==> config.mk <==
export PLATFORM = sky130hd
export DESIGN_NAME = icer_lane
export DESIGN_NICKNAME = d
export VERILOG_FILES = /design/src/rtl/core/assert_macros.svh /design/src/rtl/core/icer_pkg.sv /design/src/rtl/core/icer_lane.sv
export SDC_FILE = /design/constraint.sdc
export NUM_CORES = 1
export LEC_CHECK = 0
export BUFFER_PORTS_ARGS = -buffer_cell sky130_fd_sc_hd__buf_4
export CAP_MARGIN = 20
export CORE_ASPECT_RATIO = 1.1
export CORE_MARGIN = 10
export CORE_UTILIZATION = 40
export DETAILED_ROUTE_END_ITERATION = 10
export SKIP_CTS_REPAIR_TIMING = 1
export SLEW_MARGIN = 40
export SYNTH_ARGS = -nofsm -noshare
export SYNTH_HDL_FRONTEND = slang
export SYNTH_SLANG_ARGS = --single-unit
==> constraint.sdc <==
create_clock -name clk -period 6.4 [get_ports clk]
set_input_delay 0.32 -clock clk [delete_from_list [all_inputs] [get_ports clk]]
set_output_delay 0.32 -clock clk [all_outputs]
set_load 0.01 [all_outputs]
==> src/rtl/core/assert_macros.svh <==
// Assertion macros used by the responder core.
`ifndef ASSERT_MACROS_SVH
`define ASSERT_MACROS_SVH

// Same-cycle implication, disabled during reset.
`define ASSERT_IMP(lbl, pre, post, msg) \
  lbl: assert property (@(posedge clk) disable iff (rst) (pre) |-> (post)) \
    else $error(msg);

// Next-cycle implication, disabled during reset.
`define ASSERT_NXT(lbl, pre, post, msg) \
  lbl: assert property (@(posedge clk) disable iff (rst) (pre) |=> (post)) \
    else $error(msg);

`endif

==> src/rtl/core/icer_pkg.sv <==
// Shared constants, types and status codes of the ICMP echo responder.
`timescale 1ns / 1ps
package icer_pkg;

  localparam int FRAME_WORDS = 64;
  localparam int ADDR_W      = $clog2(FRAME_WORDS);
  localparam int CNT_W       = ADDR_W + 1;
  localparam int LEN_W       = ADDR_W + 4;
  localparam int ACC_W       = 16 + ADDR_W;
  localparam int SUM_W       = ACC_W + 2;
  localparam int LANES       = 4;
  localparam int HDR_WORDS   = 5;
  localparam int HDR_IDX_W   = 3;

  localparam logic [3:0] ST_REPLY      = 4'd0;
  localparam logic [3:0] ST_SHORT      = 4'd1;
  localparam logic [3:0] ST_NOT_IPV4   = 4'd2;
  localparam logic [3:0] ST_BAD_IHL    = 4'd3;
  localparam logic [3:0] ST_SHORT_ICMP = 4'd4;
  localparam logic [3:0] ST_NOT_ICMP   = 4'd5;
  localparam logic [3:0] ST_WRONG_ADDR = 4'd6;
  localparam logic [3:0] ST_NOT_ECHO   = 4'd7;
  localparam logic [3:0] ST_LEN_BAD    = 4'd8;

  localparam logic [LEN_W-1:0] POS_IP_START   = LEN_W'(14);
  localparam logic [LEN_W-1:0] POS_IP_CSUM    = LEN_W'(24);
  localparam logic [LEN_W-1:0] POS_IP_CSUM_LO = LEN_W'(25);
  localparam logic [LEN_W-1:0] MIN_FRAME      = LEN_W'(34);
  localparam logic [LEN_W-1:0] MIN_ICMP_OFS   = LEN_W'(22);
  localparam logic [LEN_W-1:0] CSUM_OFS       = LEN_W'(2);
  localparam logic [LEN_W-1:0] CSUM_OFS_LO    = LEN_W'(3);
  localparam logic [5:0]       MIN_IHL_BYTES  = 6'd20;
  localparam logic [15:0]      ETHERTYPE_IPV4 = 16'h0800;
  localparam logic [7:0]       PROTO_ICMP     = 8'd1;
  localparam logic [7:0]       ICMP_ECHO_REQ  = 8'd8;

  typedef enum logic [2:0] {
    S_IDLE,
    S_SCAN,
    S_SUM,
    S_DECIDE,
    S_OUT
  } state_t;

  typedef struct packed {
    logic             clr;
    logic             en;
    logic [LEN_W-1:0] icmp_start;
    logic [16:0]      icmp_end;
  } lane_ctrl_t;

  typedef struct packed {
    logic [ACC_W-1:0] icmp;
    logic [ACC_W-1:0] ip;
  } lane_sum_t;

endpackage

==> src/rtl/core/icer_lane.sv <==
// One checksum lane: accumulates one 16-bit column of each scanned word.
`timescale 1ns / 1ps
module icer_lane (
  input  logic                     clk,
  input  logic                     rst,
  input  icer_pkg::lane_ctrl_t     ctrl,
  input  logic [15:0]              half,
  input  logic [icer_pkg::LEN_W-1:0] pos,
  output icer_pkg::lane_sum_t      acc
);
  import icer_pkg::*;

  logic [LEN_W-1:0] pos_lo;
  logic [7:0]       ip_hi, ip_lo, icmp_hi, icmp_lo;

  function automatic logic in_ip(input logic [LEN_W-1:0] b, input lane_ctrl_t c);
    return (b >= POS_IP_START) && (b < c.icmp_start) &&
           (b != POS_IP_CSUM) && (b != POS_IP_CSUM_LO);
  endfunction

  function automatic logic in_icmp(input logic [LEN_W-1:0] b, input lane_ctrl_t c);
    return (b >= c.icmp_start) && (17'(b) < c.icmp_end) && (b != c.icmp_start) &&
           (b != c.icmp_start + CSUM_OFS) && (b != c.icmp_start + CSUM_OFS_LO);
  endfunction

  always_comb begin
    pos_lo  = pos + LEN_W'(1);
    ip_hi   = in_ip(pos, ctrl) ? half[15:8] : 8'd0;
    ip_lo   = in_ip(pos_lo, ctrl) ? half[7:0] : 8'd0;
    icmp_hi = in_icmp(pos, ctrl) ? half[15:8] : 8'd0;
    icmp_lo = in_icmp(pos_lo, ctrl) ? half[7:0] : 8'd0;
  end

  always_ff @(posedge clk) begin
    if (rst || ctrl.clr) begin
      acc <= '0;
    end else if (ctrl.en) begin
      acc.ip   <= acc.ip + ACC_W'({ip_hi, ip_lo});
      acc.icmp <= acc.icmp + ACC_W'({icmp_hi, icmp_lo});
    end
  end

endmodule

==> flow_summary.yaml <==
power:
  p_leak_nw: 3.10
  max-vdd-ir-drop_mv: 0.124
  power.density_nw_per_um2: 136
  finalPower_mw: 0.908
clock_tree:
  insertion_delay_ns: 0.29
  cts_htree_levels: 2
  cts_buffer_depth: 2
  cts_num_sinks: 44
  cts-root-buf: "clkbuf_16"
  cts_tree: "built"
  cts_buffers: 5
  clk_pin_slew_ns: 0.06
layout:
  layout-drive-gt1-share: 0.164
  layout.nets: 939
  stdcell_count: 993
  antenna_cells: 0
  regMostFlops: "acc"
  final_util: 0.482
  top_regs: "acc x44"
  largest_register_ffs: 44
  area_growth_pct: 18.3
synthesis:
  synth-async-reset-ratio: 0
  yosysMostFrequentCell: "ha_1"
  yosys-top-cells-count: "75 x ha_1, 69 x nor2_1, 44 x dfxtp_1, 44 x nand2_1, 42 x inv_1"
  synth_area_leader_cell: "ha_1"
  synth-seq-area-share: 0.157
  yosys.area_share.simple: 0.254
  synth.net_count: 856
  synth.area.top_cells: "ha_1 17%, dfxtp_1 16%, xnor2_1 6.4%"
  synthFlopType: "dfxtp_1"
  synth_fa_ha_area_frac: 0.174
  synth_top_family_by_area: "simple AND/OR/NAND/NOR gates"
  muxShareOfSynthArea: 0.0320
  synth_top_area_share: 0.167
  synth-edff-count: 0
  synth_cell_types: 74
  yosys_warnings: 0
  avgSynthCellArea_sq_um: 7.79
  synth_compound_area_frac: 0.241
  ys_seq_elements: 44
  synth_cells: 722
  synth-xor-area-share: 0.0932
  netlist_area_sq_um: 5630
placement:
  gp_congestion: 0.907
  place_inst: 986
  post-dp-hpwl_um: 14400
  port_buffers: 100
critical_path:
  critical_path_cell_count: 21
  critPathCaptureType: "register"
  critPathLaunch: "pos[2]"
  reg2regPathDepth: 10
  worst-setup-path-type: "primary input to register"
  worstPathArrival_ns: 5.71
  path_max_fanout: 12
  crit_slowest_cell: "nor3_1"
  required_ns: 6.58
  path_delay_family: "compound AO/OA/AOI/OAI gates"
  startpoint_type: "primary input"
  worstReg2RegStart: "acc[22]"
  cp_cell_sequence: "buf_4 -> nand3_2 -> nor3_1 -> xor2_1 -> ha_1 -> a2111oi_0 -> o21ai_0 -> o311ai_0 -> a41oi_1 -> nand2_1 -> nor4_1 -> ha_1 -> inv_1 -> fa_1 -> nor2b_1 -> o31ai_1 -> a211oi_1 -> o31a_1 -> a31oi_1 -> nor3b_1 -> o21a_1"
  crit_buf_inv: 2
  cpMostUsedCell: "ha_1"
  max_stage_delay_ns: 0.51
global_route:
  grtUsageTotal: 0.177
  gr-total-overflow: 0
  grt_pass1_vias: 5763
  grt_pass1_wl_um: 28100
  antenna_found_initial: 0
  grt_max_degree: 43
sta:
  max_slew_margin: 0.486
  fmax_mhz: 181
  final_hold_viol_count: 0
  min_period_ns: 5.53
  setup_violations: 0
  slew_viol_final: 0
  worst_pin_slew_ns: 0.764
  finalClockSkew_ns: 0.00670
  min_period_over_period: 0.864
  tns_ns: 0
  rsz0062_at_grt: "false"
  holdWs_ns: 0.308
floorplanning:
  die-area_sq_um: 19200
  chipWidth_um: 133
  dieHeight_um: 144
  core.rowCount: 45
  start_util: 0.408
  top_level_ports: 101
  core_sq_um: 13800
routing:
  firstDrtPassIters: 5
  drt_wl_total_um: 17700
  drt_iter0_drc: 383
  routedWlPerCell_um: 17.8
  vias: 5665
  ant_nets: 0
  viasPerCell: 5.70
  drc_errors: 0
hold_path:
  holdPathStages: 3
  holdCritStartpoint: "rst"
  hold_class: "primary input to register"
outcome:
  outcome: "finished, final reports clean"
flow_run:
  drv_cap: 0
layout by cell type, fill, tap and decap left out, types with 20 or more instances in the layout:
cell     netlist  final
buf_4          2    102
ha_1          75     75
nor2_1        69     69
nand2_1       44     44
dfxtp_1       44     44
inv_1         42     42
xnor2_1       41     41
a21oi_1       32     32
o21ai_0       27     27
nand3_1       25     25
a21o_1        22     22
nor3_1        20     20
worst min-delay path: stages:
cell	delay, ns
buf_4	0.08
or3_1	0.09
mux2i_1	0.05
path summary, 6_finish.rpt:
path / slack, ns / endpoint
min reg2reg: 0.48 / acc[21]
max: 0.87 / acc[40]
min: 0.31 / acc[19]
max reg2reg: 3.56 / acc[42]
logic make-up (layout without fill, tap and decap cells):
family / count (synthesis) / in the layout
and+or+nand+nor: 267 / 267
AOI/OAI and AO/OA: 188 / 188
adders and majority gates: 77 / 77
buffers and inverters: 69 / 152
xor gates and xnor gates: 59 / 59
DFF: 44 / 44
muxes: 18 / 18
layer usage:
| layer | vias up | routed length [um] | track usage |
|---|---|---|---|
| met4 | 0 | 432 | 0.0655 |
| met2 | 140 | 8850 | 0.324 |
| li1 | 2863 | - | - |
| met1 | 2629 | 7730 | 0.204 |
| met3 | 33 | 651 | 0.0253 |
| met5 | - | 0 | 0 |
power by group:
part	internal [mW]	switching, mW	total, mW
logic	0.158	0.214	0.372
registers	0.282	0.00793	0.289
clock network	0.142	0.105	0.247
total	0.581	0.327	0.908
layout make-up:
cell class	instances	area (sq um)
fill	1387	7140
multi-input combinational	609	4480
sequential	44	881
timing repair buffer	102	766
tap	188	235
inverter	43	161
clock buffer	6	129
clock inverter	1	5.00
metrics by stage:
stage | cell area [sq um] | worst slack (ns)
global route | 6650 | 0.350
floorplan | 5630 | 1.65
CTS | 6650 | 0.934
detailed placement | 6520 | 0.653
finish | 6650 | 0.870
global placement | 6520 | 0.948
No activity file was read; power rests on OpenSTA's default activity.
