**src/rtl/core/assert_macros.svh**
```systemverilog
// Assertion macros used by the responder core.
`ifndef ASSERT_MACROS_SVH
`define ASSERT_MACROS_SVH

// Same-cycle implication, disabled during reset.
`define ASSERT_IMP(lbl, pre, post, msg) \
  lbl: assert property (@(posedge clk) disable iff (rst) (pre) |-> (post)) \
    else $error(msg);

// Next-cycle implication, disabled during reset.
`define ASSERT_NXT(lbl, pre, post, msg) \
  lbl: assert property (@(posedge clk) disable iff (rst) (pre) |=> (post)) \
    else $error(msg);

`endif

```
**src/rtl/core/icer_pkg.sv**
```systemverilog
// Shared constants, types and status codes of the ICMP echo responder.
`timescale 1ns / 1ps
package icer_pkg;

  localparam int FRAME_WORDS = 64;
  localparam int ADDR_W      = $clog2(FRAME_WORDS);
  localparam int CNT_W       = ADDR_W + 1;
  localparam int LEN_W       = ADDR_W + 4;
  localparam int ACC_W       = 16 + ADDR_W;
  localparam int SUM_W       = ACC_W + 2;
  localparam int LANES       = 4;
  localparam int HDR_WORDS   = 5;
  localparam int HDR_IDX_W   = 3;

  localparam logic [3:0] ST_REPLY      = 4'd0;
  localparam logic [3:0] ST_SHORT      = 4'd1;
  localparam logic [3:0] ST_NOT_IPV4   = 4'd2;
  localparam logic [3:0] ST_BAD_IHL    = 4'd3;
  localparam logic [3:0] ST_SHORT_ICMP = 4'd4;
  localparam logic [3:0] ST_NOT_ICMP   = 4'd5;
  localparam logic [3:0] ST_WRONG_ADDR = 4'd6;
  localparam logic [3:0] ST_NOT_ECHO   = 4'd7;
  localparam logic [3:0] ST_LEN_BAD    = 4'd8;

  localparam logic [LEN_W-1:0] POS_IP_START   = LEN_W'(14);
  localparam logic [LEN_W-1:0] POS_IP_CSUM    = LEN_W'(24);
  localparam logic [LEN_W-1:0] POS_IP_CSUM_LO = LEN_W'(25);
  localparam logic [LEN_W-1:0] MIN_FRAME      = LEN_W'(34);
  localparam logic [LEN_W-1:0] MIN_ICMP_OFS   = LEN_W'(22);
  localparam logic [LEN_W-1:0] CSUM_OFS       = LEN_W'(2);
  localparam logic [LEN_W-1:0] CSUM_OFS_LO    = LEN_W'(3);
  localparam logic [5:0]       MIN_IHL_BYTES  = 6'd20;
  localparam logic [15:0]      ETHERTYPE_IPV4 = 16'h0800;
  localparam logic [7:0]       PROTO_ICMP     = 8'd1;
  localparam logic [7:0]       ICMP_ECHO_REQ  = 8'd8;

  typedef enum logic [2:0] {
    S_IDLE,
    S_SCAN,
    S_SUM,
    S_DECIDE,
    S_OUT
  } state_t;

  typedef struct packed {
    logic             clr;
    logic             en;
    logic [LEN_W-1:0] icmp_start;
    logic [16:0]      icmp_end;
  } lane_ctrl_t;

  typedef struct packed {
    logic [ACC_W-1:0] icmp;
    logic [ACC_W-1:0] ip;
  } lane_sum_t;

endpackage

```
**src/rtl/core/icer_merge.sv**
```systemverilog
// Merge stage: adds the lane sums and folds them into the two checksums.
`timescale 1ns / 1ps
module icer_merge (
  input  logic                clk,
  input  logic                load,
  input  icer_pkg::lane_sum_t lanes [icer_pkg::LANES],
  output logic [15:0]         icmp_csum,
  output logic [15:0]         ip_csum
);
  import icer_pkg::*;

  logic [SUM_W-1:0] sum_icmp, sum_ip;
  logic [SUM_W-1:0] tot_icmp, tot_ip;

  function automatic logic [15:0] fold(input logic [SUM_W-1:0] s);
    logic [16:0] f1;
    logic [15:0] f2;
    f1 = {1'b0, s[15:0]} + 17'(s[SUM_W-1:16]);
    f2 = f1[15:0] + {15'd0, f1[16]};
    return ~f2;
  endfunction

  always_comb begin
    tot_icmp = '0;
    tot_ip   = '0;
    for (int i = 0; i < LANES; i++) begin
      tot_icmp = tot_icmp + SUM_W'(lanes[i].icmp);
      tot_ip   = tot_ip + SUM_W'(lanes[i].ip);
    end
  end

  always_ff @(posedge clk) begin
    if (load) begin
      sum_icmp <= tot_icmp;
      sum_ip   <= tot_ip;
    end
  end

  assign icmp_csum = fold(sum_icmp);
  assign ip_csum   = fold(sum_ip);

endmodule

```
**config.mk**
```make
export PLATFORM = sky130hd
export DESIGN_NAME = icer_merge
export DESIGN_NICKNAME = d
export VERILOG_FILES = /design/src/rtl/core/assert_macros.svh /design/src/rtl/core/icer_pkg.sv /design/src/rtl/core/icer_merge.sv
export SDC_FILE = /design/constraint.sdc
export NUM_CORES = 1
export LEC_CHECK = 0
export BUFFER_PORTS_ARGS = -buffer_cell sky130_fd_sc_hd__buf_2
export CAP_MARGIN = 20
export CORE_UTILIZATION = 30
export CTS_CLUSTER_DIAMETER = 80
export DETAILED_ROUTE_END_ITERATION = 8
export PLACE_DENSITY_LB_ADDON = 0.2
export SETUP_SLACK_MARGIN = 0.5
export SLEW_MARGIN = 20
export SYNTH_ARGS = -nofsm -noshare
export SYNTH_HDL_FRONTEND = slang
export SYNTH_SLANG_ARGS = --single-unit
```
**constraint.sdc**
```tcl
create_clock -name clk -period 7.3 [get_ports clk]
set_clock_uncertainty 0.1 [all_clocks]
set_input_delay 2.19 -clock clk [delete_from_list [all_inputs] [get_ports clk]]
set_output_delay 2.19 -clock clk [all_outputs]
set_load 0.02 [all_outputs]
```
==> flow_summary.ini, run 1 <==
[clocking]
clockRootBuffer = clkbuf_16
postCtsHoldBufs = 0
cts_tree = yes
clk_pin_slew_ps = 70
clockBufferDepth = 2
cts-resized-gates = 1
cts_setup_buffers = 0
cts_buffers = 5
htreeDepth = 2
cts.sinks = 48

[setup_path]
end_kind = primary output
start_kind = register
worstPathArrival_ps = 4170
path_class = register to primary output
crit_required_ps = 5010
worst-path-max-fanout = 5

[sta]
final.setup.tns_ps = 0
slew_headroom_pct = 43.3
setup_violations = 0
hold_ws_ps = 2100
hold_viol = 0
fmax_ghz = 0.155
maxSlewViolCount = 0
period_minus_slack_ps = 6460
worstMarginPinSlew_ps = 842
period_share_pct = 88.5
rsz0062_at_grt = false
setup_slack_ps = 841

[floorplan]
core_um2 = 26100
initial_core_util_pct = 30.6
die_h_um = 165
die_area_um2 = 27200
boundaryPins = 210
die_x_um = 165
row_count = 59

[grt]
grt_use_total_pct = 13.8
overflow = 0
antenna_found_initial = 0
grtUsageMet1_pct = 21.0
grt_pass1_vias = 6342
grt_first_pass_wirelength_um = 29900
grt_use_met3_pct = 1.51
grt_use_met2_pct = 20.8
grt_max_degree = 49
top_usage_layer = met1

[route]
postRouteAntennaNets = 0
vias_per_cell = 4.51
dr.pass1.iters = 5
finalWirelength_um = 18200
drc = 0
drt_iter0_drc = 301
vias = 6638
wl_per_cell_um = 12.4

[run]
cap_violations = 0

[layout]
syn_to_final_growth_pct = 20.4
fin_nets = 1470
drive_above_1_share_pct = 20.8
antenna_cells = 0
finish.utilization_pct = 36.8

[worst_hold_path]
whs_path_depth = 2
hold_path.class = input pin to register
worstHoldEndpoint = sum_icmp[0]
hold_start = lanes[154]

[pwr]
max-vdd-ir-drop_v = 0.000305
leakage_nw = 4.97
power.density_nw_per_um2 = 369

[synthesis]
synth_top_cell_by_area = fa_1
synth_edf_count = 48
synthTopCellsByArea = fa_1 (23%), edfxtp_1 (18%), inv_1 (13%), ha_1 (10%), xnor2_1 (5.5%)
syn_inst = 926
ys_seq_area_share_pct = 18.1
synth_nets = 1260
syn_avg_cell_area_um2 = 8.61
synth_top_area_share_pct = 22.6
synth.most_common_cell = inv_1
ys_top_cells_by_count = inv_1 (273), fa_1 (90), ha_1 (66)
synthesis.area_um2 = 7970
yosysUniqueCellTypes = 63
ys.flop_type = edfxtp_1
ys_ff_latch = 48
async_reset_ff_share_pct = 0
yosysWarnings = 0

[placement]
place_ws_ps = 780
hpwl_um = 16100
numPortBuffers = 209
gp_congestion = 0.808

[status]
status = complete, no violations
## power by group
part	leakage, nW	internal (mW)	switching, mW
logic	4.43	1.07	1.65
registers	0.470	0.496	0.100
clock network	0.0635	0.126	0.103
## logic make-up after synthesis
logic type	share of synthesized area, %
and+or+nand+nor	13.2
buffers and inverters	13.2
muxes	0.377
xor gates and xnor gates	8.44
DFF	18.1
adders and majority gates	33.0
AOI/OAI and AO/OA	13.8
## final cells by class
type | count | area, um^2
clock buffers | 5 | 125
clock inverters | 3 | 18.8
fillers | 2699 | 16500
inverters | 273 | 1020
multi-input cells | 598 | 5520
flip-flops and latches | 48 | 1440
well taps | 335 | 419
repair buffers | 210 | 1050
## critical path: stages (launching register included)
cell,delay [ps]
edfxtp_1,330
ha_1,180
inv_1,60
fa_1,400
nor2b_1,170
o2111ai_1,170
and3_1,270
nor3_4,280
and3_1,260
ha_1,180
and3_1,220
nor3b_2,240
nand4_1,170
nor4_4,210
nand3_1,190
a2bb2oi_1,230
xnor2_1,140
buf_2,180
## stage by stage
stage                     std cells  instance area (um^2)  power, mW
after floorplan                 926                  7970       2.57
after global placement         1464                  9420       3.30
after detailed placement       1464                  9420       3.29
after CTS                      1472                  9560       3.55
after global routing           1472                  9600       3.93
final                          1472                  9600       3.54
## registers in the layout, indices dropped and copies added (netlist names)
name	cells
sum_icmp	24
sum_ip	24
## per-layer routing
metal	part of all wire [%]	wire length (um)	up-vias
met5	0	0	-
met4	0.77	140	0
met3	4.6	837	8
met2	42	7680	160
met1	52	9540	3059
li1	-	-	3411
## layout by cell type (no fill, tap or decap), types with 9 or more instances in the layout
| master | Yosys | final |
|---|---|---|
| nand2_1 | 31 | 31 |
| nor2b_1 | 9 | 9 |
| a21o_1 | 19 | 19 |
| xor2_1 | 25 | 25 |
| buf_2 | 3 | 209 |
| fa_1 | 90 | 90 |
| a31oi_1 | 12 | 12 |
| nor2_1 | 45 | 45 |
| nand3_1 | 17 | 17 |
| ha_1 | 66 | 66 |
| edfxtp_1 | 48 | 48 |
| nand4_1 | 10 | 10 |
| xnor2_1 | 50 | 50 |
| inv_1 | 273 | 273 |
| o21ai_0 | 39 | 39 |
| and3_1 | 14 | 14 |
| nor3_1 | 17 | 15 |
| a21oi_1 | 40 | 40 |
## worst max-delay path by stage
stage                    start     endpoint
detailed placement  sum_ip[16]  ip_csum[13]
global placement     sum_ip[0]  ip_csum[13]
finish               sum_ip[0]  ip_csum[13]
CTS                 sum_ip[16]  ip_csum[13]
floorplan            sum_ip[0]  ip_csum[13]
global route         sum_ip[0]  ip_csum[13]
No activity file was read; power rests on OpenSTA's default activity.
==> run 2: changes to the inputs <==
Settings changed: ABC_AREA set to 1, RECOVER_POWER set to 50.
==> run 2 against run 1 <==
Compared with the run above:
- the flow now finishes with violations (max-capacitance violations, max-slew violations)
- die area up 6.5%
- sequential share of layout area down 0.83 points
- core utilization down 0.37 points
- clock power up 10%
- flip-flop and latch count unchanged
- combinational power up 7%
- first-iteration DRC count up 9.0%
- critical path depth up 3
- synthesized area up 6.6%
- wire length up 7.9%
- setup slack better by 600 ps
- sequential power down 1%
- highest routed layer unchanged
==> flow_summary.ini, run 2 <==
[status]
status = finished, violations left
violations = max-capacitance violations, max-slew violations

[synthesis]
yosysUniqueCellTypes = 32
async_reset_ff_share_pct = 0
ys_ff_latch = 48
yosysWarnings = 0
ys_top_cells_by_count = inv_1 (362), nand2_1 (249), fa_1 (90)
ys.flop_type = edfxtp_1
synth_top_area_share_pct = 21.2
synthTopCellsByArea = fa_1 (21%), edfxtp_1 (17%), inv_1 (16%), nand2_1 (11%), ha_1 (9.7%)
synthesis.area_um2 = 8500
synth_top_cell_by_area = fa_1
syn_inst = 1178
synth_edf_count = 48
synth_nets = 1512
synth.most_common_cell = inv_1
ys_seq_area_share_pct = 17.0
syn_avg_cell_area_um2 = 7.21

[layout]
syn_to_final_growth_pct = 19.6
layout_common_cells = inv_1 (362), nand2_1 (249), buf_2 (205)
top_regs = sum_icmp (24), sum_ip (24)
fin_nets = 1727
mostFrequentLayoutCell = inv_1
drive_above_1_share_pct = 17.1
antenna_cells = 0
finish.utilization_pct = 36.5

[setup_path]
path_class = register to primary output
crit_slowest_cell = fa_1
worst-path-max-fanout = 4
worstPathCellList = ha_1 -> inv_1 -> fa_1 -> inv_1 -> nand2_1 -> nand2_1 -> nand3_1 -> nand2_1 -> nand3_1 -> nor4_1 -> ha_1 -> ha_1 -> inv_1 -> nor2_1 -> nand3_1 -> nor2_2 -> nand4_2 -> nor2_2 -> xor2_1 -> buf_2
worstPathArrival_ps = 3570
crit_path_max_incr_delay_ps = 400
end_kind = primary output
crit_required_ps = 5010
start_kind = register

[run]
cap_violations = 1

[grt]
grtUsageMet1_pct = 21.7
grt_pass1_vias = 6924
grt_use_met2_pct = 20.0
overflow = 0
grt_first_pass_wirelength_um = 32300
grt_use_total_pct = 13.8
top_usage_layer = met1
grt_use_met3_pct = 1.19
grt_max_degree = 49
antenna_found_initial = 1

[floorplan]
die_area_um2 = 29000
die_h_um = 170
initial_core_util_pct = 30.5
boundaryPins = 210
core_um2 = 27900
row_count = 61
die_x_um = 170

[route]
drt_iter0_drc = 328
wl_per_cell_um = 11.1
postRouteAntennaNets = 0
drc = 0
finalWirelength_um = 19600
vias_per_cell = 4.22
dr.pass1.iters = 5
vias = 7474

[sta]
maxSlewViolCount = 49
hold_viol = 0
period_share_pct = 80.3
slew_headroom_pct = -63.4
period_minus_slack_ps = 5860
setup_violations = 0
rsz0062_at_grt = false
fmax_ghz = 0.171
final.setup.tns_ps = 0
worstMarginPinSlew_ps = 2450

[clocking]
htreeDepth = 2
cts_tree = yes
cts_buffers = 5
clk_pin_slew_ps = 70
cts.sinks = 48
cts-resized-gates = 0
postCtsHoldBufs = 0
clockRootBuffer = clkbuf_16
clockBufferDepth = 2
cts_setup_buffers = 0

[placement]
gp_congestion = 0.866
numPortBuffers = 209
hpwl_um = 18000

[worst_hold_path]
whs_path_depth = 2
worstHoldEndpoint = sum_ip[0]
hold_start = lanes[132]
hold_path.class = input pin to register

[pwr]
power.density_nw_per_um2 = 370
leakage_nw = 5.85
max-vdd-ir-drop_v = 0.000129
p_total_mw = 3.76
-- run 2: changes by cell type after synthesis, moves of 11 or more --
cell	delta
xor2_1	+22
a21oi_1	+11
o21ai_0	-14
a21o_1	-11
and3_1	-14
inv_1	+89
nand3_1	+60
nand2_2	+11
nor2_1	+19
nand2_1	+218
xnor2_1	-35
-- run 2: worst max-delay path, delay by kind of cell (launching register included) --
family	cells	cell delay [ps]
and+or+nand+nor	11	1370
DFF	1	340
buffers and inverters	4	420
xor gates and xnor gates	1	150
adders and majority gates	4	1010
-- run 2: final cells by class --
class                   instances  area [um^2]
repair buffers                209         1040
inverters                     364         1370
fillers                      3069        17700
clock inverters                 3         37.5
well taps                     378          473
multi-input cells             765         5680
flip-flops and latches         48         1440
clock buffers                   5          125
-- run 2: per-layer routing --
layer,routed length (um),vias to the layer above,share of wire [%]
li1,-,3965,-
met2,7720,178,39
met5,0,-,0
met1,10900,3322,56
met4,191,0,0.97
met3,790,9,4.0
-- run 2: cell families (layout without fill, tap and decap cells) --
| family | Yosys count | count (layout) | synth area share, % |
|---|---|---|---|
| adders and majority gates | 156 | 156 | 30.9 |
| xor gates and xnor gates | 64 | 64 | 6.77 |
| AOI/OAI and AO/OA | 95 | 95 | 6.10 |
| and+or+nand+nor | 450 | 450 | 23.0 |
| buffers and inverters | 365 | 581 | 16.2 |
| DFF | 48 | 48 | 17.0 |
-- run 2: worst max-delay path by stage --
| stage | from | endpoint | slack [ps] | cells after the start |
|---|---|---|---|---|
| after detailed placement | sum_icmp[16] | icmp_csum[10] | 1710 | 20 |
| after global routing | sum_ip[0] | ip_csum[12] | 1040 | 23 |
| after global placement | sum_icmp[0] | icmp_csum[10] | 1860 | 20 |
| after floorplan | sum_ip[0] | ip_csum[8] | 2030 | 18 |
| after CTS | sum_icmp[16] | icmp_csum[10] | 1410 | 20 |
| final | sum_icmp[16] | icmp_csum[10] | 1440 | 20 |
-- run 2: through the flow --
step / std cells / cell area [um^2] / worst slack, ps / hold slack, ps
global placement: 1764 / 10000 / 1860 / 2470
CTS: 1772 / 10200 / 1410 / 2150
floorplan: 1178 / 8500 / 2030 / 2200
global route: 1772 / 10200 / 1040 / 2150
detailed placement: 1764 / 10000 / 1710 / 2450
finish: 1772 / 10200 / 1440 / 2130
-- run 2: power by group --
group / switching, mW / internal (mW) / total, mW / leakage, nW
clock: 0.0928 / 0.159 / 0.252 / 0.0789
combinational: 1.93 / 0.995 / 2.92 / 5.30
sequential: 0.0846 / 0.505 / 0.589 / 0.470
total: 2.10 / 1.66 / 3.76 / 5.85
==> run 3: changes to the inputs <==
Clock period 7.3 ns to 6.1 ns, I/O delays scaled along.
==> run 3 against run 2 <==
Compared with the run above:
- the flow still finishes with violations (max-capacitance violations, max-slew violations)
- non-clock buffer count rose by 5
- sequential power up 21%
- wire length about the same
- via count decreased by 0.45%
- die area stayed put
- first-iteration DRC count decreased by 9.8%
- global-route usage fell by 0.12 points
- setup slack worse by 690 ps
- clock-buffer cell count is the same
- combinational power grew 22%
- critical path depth unchanged
- highest routed layer unchanged
==> flow_summary.ini, run 3 (same netlist as run 2, synthesis figures left out) <==
[sta]
slew_headroom_pct = -62.4
setup_slack_ps = 745
period_minus_slack_ps = 5360
maxSlewViolCount = 49
fmax_ghz = 0.187
period_share_pct = 87.8
setup_violations = 0
worstMarginPinSlew_ps = 2440
rsz0062_at_grt = false
hold_viol = 0
final.setup.tns_ps = 0

[clocking]
htreeDepth = 2
clockRootBuffer = clkbuf_16
cts_buffers = 5
clockBufferDepth = 2
cts.sinks = 48
cts_tree = yes
clk_pin_slew_ps = 60

[grt]
antenna_found_initial = 0
grt_max_degree = 49
grt_use_met2_pct = 19.7
top_usage_layer = met1
grt_pass1_vias = 6983
grt_first_pass_wirelength_um = 32200
grt_use_met3_pct = 1.09
grt_use_total_pct = 13.7
grtUsageMet1_pct = 21.7
overflow = 0

[setup_path]
worstPathArrival_ps = 3430
path_class = register to primary output
crit_required_ps = 4170
worst-path-max-fanout = 4
start_kind = register
end_kind = primary output

[pwr]
power.density_nw_per_um2 = 441
combPwrFrac_pct = 78.8
p_int_mw = 1.98
leakage_nw = 5.85
p_total_mw = 4.53
max-vdd-ir-drop_v = 0.000153
clkPwrFrac_pct = 5.5
p_sw_mw = 2.55
sequentialPowerShare_pct = 15.7
swShare_pct = 56.2

[route]
vias_per_cell = 4.19
drt_iter0_drc = 296
wl_per_cell_um = 11.0
postRouteAntennaNets = 0
drc = 0
finalWirelength_um = 19600
dr.pass1.iters = 4
vias = 7440

[layout]
syn_to_final_growth_pct = 21.0
mostFrequentLayoutCell = inv_1
layout_common_cells = inv_1 (360), nand2_1 (247), buf_2 (203)
n_fill_cell = 3054
antenna_cells = 0
drive_above_1_share_pct = 19.0
fin_nets = 1732
top_regs = sum_icmp (24), sum_ip (24)
multi_input_area_um2 = 5780
seq_area_um2 = 1440

[floorplan]
boundaryPins = 210
initial_core_util_pct = 30.5
core_um2 = 27900
die_h_um = 170
die_area_um2 = 29000
die_x_um = 170
row_count = 61

[placement]
hpwl_um = 17900
place_ws_ps = 904
gp_congestion = 0.871
numPortBuffers = 209

[status]
status = finished, violations left
violations = max-capacitance violations, max-slew violations

[run]
cap_violations = 1

[worst_hold_path]
hold_path.class = input pin to register
[run 3: metal layers]
metal,vias to the layer above,share of wire (%)
met3,9,4.2
met5,-,0
met2,173,39
li1,3986,-
met4,0,0.95
met1,3272,56
[run 3: area by class of cell]
type,count,area share (%)
clock buffers,5,1.22
clock inverters,2,0.0730
inverters,364,13.3
multi-input cells,765,56.2
flip-flops and latches,48,14.0
well taps,378,4.60
repair buffers,214,10.5
[run 3: worst max-delay path: stages, from the launching register on]
cell,delay [ps]
edfxtp_1,340
ha_2,180
inv_1,50
fa_2,360
inv_2,80
nand2_1,50
nand2_1,60
nand3_1,90
nand2_2,100
nand3_2,90
nor4_4,300
ha_2,230
ha_2,180
inv_1,50
nor2_2,130
nand3_2,120
nor2_4,150
nand4_4,120
nor2_4,150
xor2_1,150
buf_4,160
[run 3: metrics by stage]
stage               cells  hold WS, ps  instance area, um^2  util, %
floorplan            1178         1840                 8500        -
global placement     1765         2110                10000     35.9
detailed placement   1765         2120                10000     35.9
CTS                  1772         1810                10100     36.4
global route         1776         1810                10300     36.9
finish               1776         1790                10300     36.9
[run 3: path summary, 6_finish.rpt]
path / startpoint / end / slack [ps] / depth (start not counted)
worst min-delay path: lanes[132] / sum_ip[0] / 1790 / 2
worst max-delay path: sum_icmp[16] / icmp_csum[10] / 740 / 20
[run 3: timing repair]
item                                    4_1_cts  5_1_grt
buffers inserted                              0        4
hold buffers                                  0        0
endpoints found under the setup margin        0       14
resized for setup                             0       30
[run 3: power groups by stage]
stage	Clock (mW)	Sequential, mW	Combinational, mW
global route	0.267	0.730	4.05
floorplan	0	0.664	2.56
global placement	0	0.709	3.51
finish	0.248	0.710	3.57
CTS	0.257	0.709	3.52
detailed placement	0	0.714	3.50
